===== config.mk =====
export PLATFORM = sky130hd
export DESIGN_NAME = oeph_cell
export DESIGN_NICKNAME = d
export VERILOG_FILES = /design/src/hw/rtl/oeph_pkg.sv /design/src/hw/rtl/oeph_cell.sv
export SDC_FILE = /design/constraint.sdc
export NUM_CORES = 1
export LEC_CHECK = 0
export BUFFER_PORTS_ARGS = -buffer_cell sky130_fd_sc_hd__buf_2
export CELL_PAD_IN_SITES_DETAIL_PLACEMENT = 1
export CELL_PAD_IN_SITES_GLOBAL_PLACEMENT = 2
export CORE_MARGIN = 5
export CORE_UTILIZATION = 25
export DETAILED_ROUTE_END_ITERATION = 10
export PLACE_DENSITY = 0.86
export SLEW_MARGIN = 20
export SYNTH_ARGS = -nofsm -noshare
export SYNTH_HDL_FRONTEND = slang
export SYNTH_SLANG_ARGS = --single-unit

===== constraint.sdc =====
create_clock -name clk -period 4.7 [get_ports clk]
set_input_delay 0.47 -clock clk [delete_from_list [all_inputs] [get_ports clk]]
set_output_delay 0.47 -clock clk [all_outputs]
set_load 0.02 [all_outputs]

===== src/hw/rtl/oeph_pkg.sv =====
`default_nettype none
// ----------------------------------------------------------------------------
// oeph_pkg
// Shared types, sizes and the key ranking function for the odd/even
// priority queue.
// ----------------------------------------------------------------------------
package oeph_pkg;

  localparam int CAPACITY = 1024;
  localparam int KEY_W    = 32;
  localparam int CNT_W    = $clog2(CAPACITY + 1);

  // command codes carried in tuser
  localparam logic CMD_INSERT = 1'b0;
  localparam logic CMD_REMOVE = 1'b1;

  localparam logic [KEY_W-1:0] EMPTY_KEY = '1;

  typedef struct packed {
    logic             insert;
    logic             remove;
    logic [KEY_W-1:0] key;
  } cell_ctrl_t;

  // true when a strictly outranks b: odd before even, odd descending,
  // even ascending (signed)
  function automatic logic ranks_before(input logic [KEY_W-1:0] a,
                                        input logic [KEY_W-1:0] b);
    logic r;
    if (a[0] != b[0]) begin
      r = a[0];
    end else if (a[0]) begin
      r = $signed(a) > $signed(b);
    end else begin
      r = $signed(a) < $signed(b);
    end
    return r;
  endfunction

endpackage
`default_nettype wire


===== src/hw/rtl/oeph_cell.sv =====
`default_nettype none
// ----------------------------------------------------------------------------
// oeph_cell
// One slot of the sorted queue row. Holds one key; on insert it keeps its
// key, takes the new key or takes its left neighbor's key; on remove it
// takes its right neighbor's key.
// ----------------------------------------------------------------------------
module oeph_cell (
  input  wire                      clk,
  input  oeph_pkg::cell_ctrl_t     ctrl,
  input  wire                      occupied,
  input  wire                      left_flag,
  input  wire [oeph_pkg::KEY_W-1:0] left_entry,
  input  wire [oeph_pkg::KEY_W-1:0] right_entry,
  output logic [oeph_pkg::KEY_W-1:0] entry,
  output logic                     flag
);
  import oeph_pkg::*;

  logic [KEY_W-1:0] entry_next;

  // new key belongs at or before this slot
  assign flag = !occupied || ranks_before(ctrl.key, entry);

  always_comb begin
    entry_next = entry;
    if (ctrl.remove) begin
      entry_next = right_entry;
    end else if (ctrl.insert && flag) begin
      entry_next = left_flag ? left_entry : ctrl.key;
    end
  end

  always_ff @(posedge clk) begin
    entry <= entry_next;
  end

endmodule
`default_nettype wire


# After elaboration in Yosys (flattened, before gate mapping)
# Index checks and enable logic that the tools add are counted.
# op_classes
n_eq_ne,1
reduce_logical,4
mux,5
magnitude_cmp,2
# ops
cell,n
32-bit two-way mux,3
32-bit > comparator,1
32-bit < comparator,1
1-bit two-way mux,2
2-bit nonzero test,1
1-bit logical AND,1
1-bit zero test,1
1-bit logical OR,1
1-bit inequality test,1
# word_totals
out_inout_bits,33
word_cells,13
in_bits,101
reg_bits,32

# Longest topological paths before layout
# logic_depth
word_depth,7
depth_mapped,9
depth_no_buf,9

# Least setup slack after synthesis
# Ideal clock, no wire load.
# synth_timing
path_type,reg2reg
start,register entry[13] (netlist bit)
end,"register entry[0] (netlist bit), enable pin"
stages_incl_launch_ff,9
setup_slack_ns,0.919
n_path_buf,0
arrival_time_ns,3.348
synth_period_minus_slack_ns,3.781
setup_ns,0.433
required_time_ns,4.267
path_cell_list,edfxtp_1 inv_1 ha_1 nand4_1 nor2_1 o2bb2ai_1 o41ai_1 a21oi_2 o2111ai_1
# synth_between
elab_chain_cells,6
word_cells_on_any_way,7
cone_classes,2 x order compare; 2 x mux; 3 x reduce/logical
# synth_lines
element,line_no,rtl
"start, declared",oeph_cell.sv:15,"output logic [oeph_pkg::KEY_W-1:0] entry,"
"start signal, assigned",oeph_cell.sv:35,entry <= entry_next;
32-bit < comparator or 32-bit > comparator (tied branches),"oeph_pkg.sv:35, oeph_pkg.sv:33",
1-bit two-way mux *,oeph_pkg.sv:32,end else if (a[0]) begin
1-bit two-way mux *,oeph_pkg.sv:30,if (a[0] != b[0]) begin
1-bit logical OR *,oeph_cell.sv:23,"assign flag = !occupied || ranks_before(ctrl.key, entry);"
1-bit logical AND *,oeph_cell.sv:29,end else if (ctrl.insert && flag) begin
2-bit nonzero test (no line) *,-,
# Every way passes the cells marked *; elsewhere a longest branch is shown, timed or not.
# A chain may end at the register's enable or synchronous reset.

# Worst setup path in the final report
# layout_timing
start,register entry[13] (netlist bit)
end,output flag
# layout_between
elab_chain_cells,4
word_cells_on_any_way,5
cone_classes,2 x order compare; 2 x mux; 1 x reduce/logical
# layout_lines
element,line_no,rtl
32-bit < comparator or 32-bit > comparator (tied branches),"oeph_pkg.sv:35, oeph_pkg.sv:33",
1-bit two-way mux *,oeph_pkg.sv:32,
1-bit two-way mux *,oeph_pkg.sv:30,
1-bit logical OR *,oeph_cell.sv:23,
"end, declared",oeph_cell.sv:16,output logic flag
# Marks and branches as above.

==> impl_metrics.json <==
{
  "place.gp.congestion": 0.778,
  "dp.final_hpwl_um": 6470,
  "rsz0062_at_grt": "false",
  "num-fill-cells": 1199,
  "p_total_uw": 899,
  "slowest_stage": "o41ai_1",
  "core_area_um2": 9770,
  "ys_seq_area_share_pct": 38.4,
  "synthSimpleGateAreaFrac_pct": 11.1,
  "synth_top_family_by_area": "adder cells",
  "timing.max_cap.violations": 0,
  "fin_skew_ps": 5.07,
  "yosysUniqueCellTypes": 29,
  "crit_fanout": 4,
  "post_cts.repair.setup_buffers": 0,
  "cts_resized": 0,
  "rows": 36,
  "maxSlewViolCount": 0,
  "fmax_ghz": 0.336,
  "netlist_area_um2": 2500,
  "path_class": "reg2out",
  "io_pins": 134,
  "worst_pin_slew_ps": 1000,
  "rr_startpoint": "entry[13]",
  "grt_pass1_vias": 2597,
  "slowest_delay_ps": 450,
  "synth_top_cell_area_share_pct": 38.4,
  "cp-startpoint": "entry[13]",
  "worstHoldStart": "right_entry[11]",
  "required_ps": 4230,
  "wl_per_cell_um": 14.7,
  "final-seq-area_um2": 961,
  "die_y_um": 110,
  "yosys.area.top_type": "edfxtp_1",
  "antenna_found_initial": 0,
  "fp.dieArea_um2": 12100,
  "cp_data_arrival_time_ps": 2510,
  "final_cell_area_um2": 3410,
  "synth_area_leaders": "edfxtp_1 (38%), ha_1 (16%), mux2i_1 (13%), o21ai_0 (7.2%), nand2_1 (6.0%)",
  "synthXorXnorAreaFrac_pct": 0,
  "cts_sinks": 32,
  "path_cells": "inv_1, ha_1, nand4_1, nor2_1, o2bb2ai_1, o41ai_1, a21oi_2, a21boi_2, o221ai_1, buf_2",
  "ys.flop_type": "edfxtp_1",
  "drt_iter0_drc": 50,
  "layout.nets": 528,
  "setup_viol": 0,
  "io_buffers": 133,
  "cts_buffers": 5,
  "p_leak_uw": 0.00172,
  "hold_path_class": "in2reg",
  "start_util_pct": 25.6,
  "synth_edf_count": 32,
  "routed_wl_um": 7760,
  "clkSlewWorstSetupHoldPaths_ps": 70,
  "status": "finished clean",
  "htree_levels": 2,
  "drt_first_pass_iters": 3,
  "drive_gt1_share_pct": 36.7,
  "synth-adder-area-share_pct": 16.0,
  "vias": 2391,
  "hold_viol": 0,
  "routed_via_density": 4.53,
  "overflow": 0,
  "num_antenna_cells": 0,
  "syn_avg_cell_area_um2": 9.43,
  "synthMuxAreaShare_pct": 12.8,
  "ir_drop_mv": 0.0925,
  "multiInputGateArea_um2": 1380,
  "async_flop_share_pct": 0,
  "critPathCaptureType": "output pin",
  "fin_setup_tns_ps": 0,
  "antenna_left": 0,
  "largestRegisters": "entry: 32 flops",
  "yosys_warnings": 0,
  "cts_tree": "yes",
  "hold_buffers": 0,
  "power_density_nw_per_um2": 264,
  "largest_register_ffs": 32,
  "layout_min_cycle_time_ps": 2980,
  "worst_slew_margin_rel_pct": 33.1,
  "clockRootBuffer": "clkbuf_8",
  "cts_buffer_depth": 2,
  "synth_nets": 398,
  "drc": 0,
  "area_delta_synth_final_pct": 36.3,
  "ys_ff_latch": 32,
  "clk_latency_ps": 280,
  "fin_crit_sh_pct": 63.4,
  "synth_compound_area_share_pct": 14.4,
  "grt_use_total_pct": 13.1,
  "grt_start_max_net_pins": 66,
  "synthCells": 265,
  "dieWidth_um": 110,
  "regMostFlops": "entry",
  "grt_pass1_wl_um": 12400,
  "crit_path_start_kind": "flop",
  "place_area_um2": 3300
}
[routing by layer]
| metal | wire (µm) | global-route usage [%] | vias to the layer above |
|---|---|---|---|
| met3 | 784 | 4.31 | 7 |
| met1 | 3180 | 14.9 | 1083 |
| met4 | 85 | 3.03 | 0 |
| met5 | 0 | 0 | - |
| met2 | 3710 | 23.5 | 90 |
| li1 | - | - | 1211 |
[power breakdown]
part | internal [µW] | switching (µW) | leakage, µW
sequential | 360 | 17.8 | 0.000331
clock | 97.6 | 98.5 | 0.0000391
combinational | 132 | 193 | 0.00135
total | 590 | 309 | 0.00172
[placed cells by master (no fill, tap or decap), types with 2 or more instances in the layout]
cell type  count
o21ai_0       36
buf_2        133
clkbuf_8       5
nor4_1         3
nand2_1       40
ha_1          32
edfxtp_1      32
clkinv_1       2
a21oi_1       12
inv_1         36
mux2i_1       32
nand3_1        3
nand4_1        8
nor2_1         4
[critical path, delay by kind of cell, from the launching register on]
| family | cells | cell delay, ps |
|---|---|---|
| flip-flops | 1 | 400 |
| AO/OA/AOI/OAI | 5 | 1030 |
| adder cells (fa/ha/maj) | 1 | 230 |
| buffers and inverters | 2 | 260 |
| AND/OR/NAND/NOR | 2 | 310 |
[final cells by class]
class,count,area share (%)
clock buffer,5,2.02
timing repair buffer,134,20.3
inverter,36,3.96
tap,133,4.88
clock inverter,2,0.220
sequential,32,28.2
multi-input combinational,186,40.4
[metrics by stage]
step	setup slack (ps)	hold WS [ps]	utilization [%]	cells
3_5_place_dp	1390	759	33.8	520
5_1_grt	1460	464	34.9	528
6_report	1720	472	34.9	528
3_3_place_gp	1480	758	33.8	520
2_1_floorplan	919	657	-	265
4_1_cts	1540	461	34.6	527
[logic make-up after synthesis]
logic type / count (synthesis)
adders and majority gates: 32
DFF: 32
buffers and inverters: 47
AOI/OAI and AO/OA: 61
muxes: 32
and+or+nand+nor: 61
[cells in the mapped netlist (all sizes together), types with 2 or more instances]
library cell and count:
nor2 4, a21boi 2, clkbuf 8, o21ai 36
buf 3, nand4 9, nor4 3, a21oi 13
nand2 40, inv 36, ha 32, edfxtp 32
nand3 3, mux2i 32
[path summary, 6_finish.rpt]
path              slack (ps)        end  depth (start not counted)
hold / removal           470  entry[11]                          3
setup / recovery        1720       flag                         10
hold reg to reg         1350   entry[4]                          4
setup reg to reg        1830  entry[17]                          9
No activity file was read; power rests on OpenSTA's default activity.
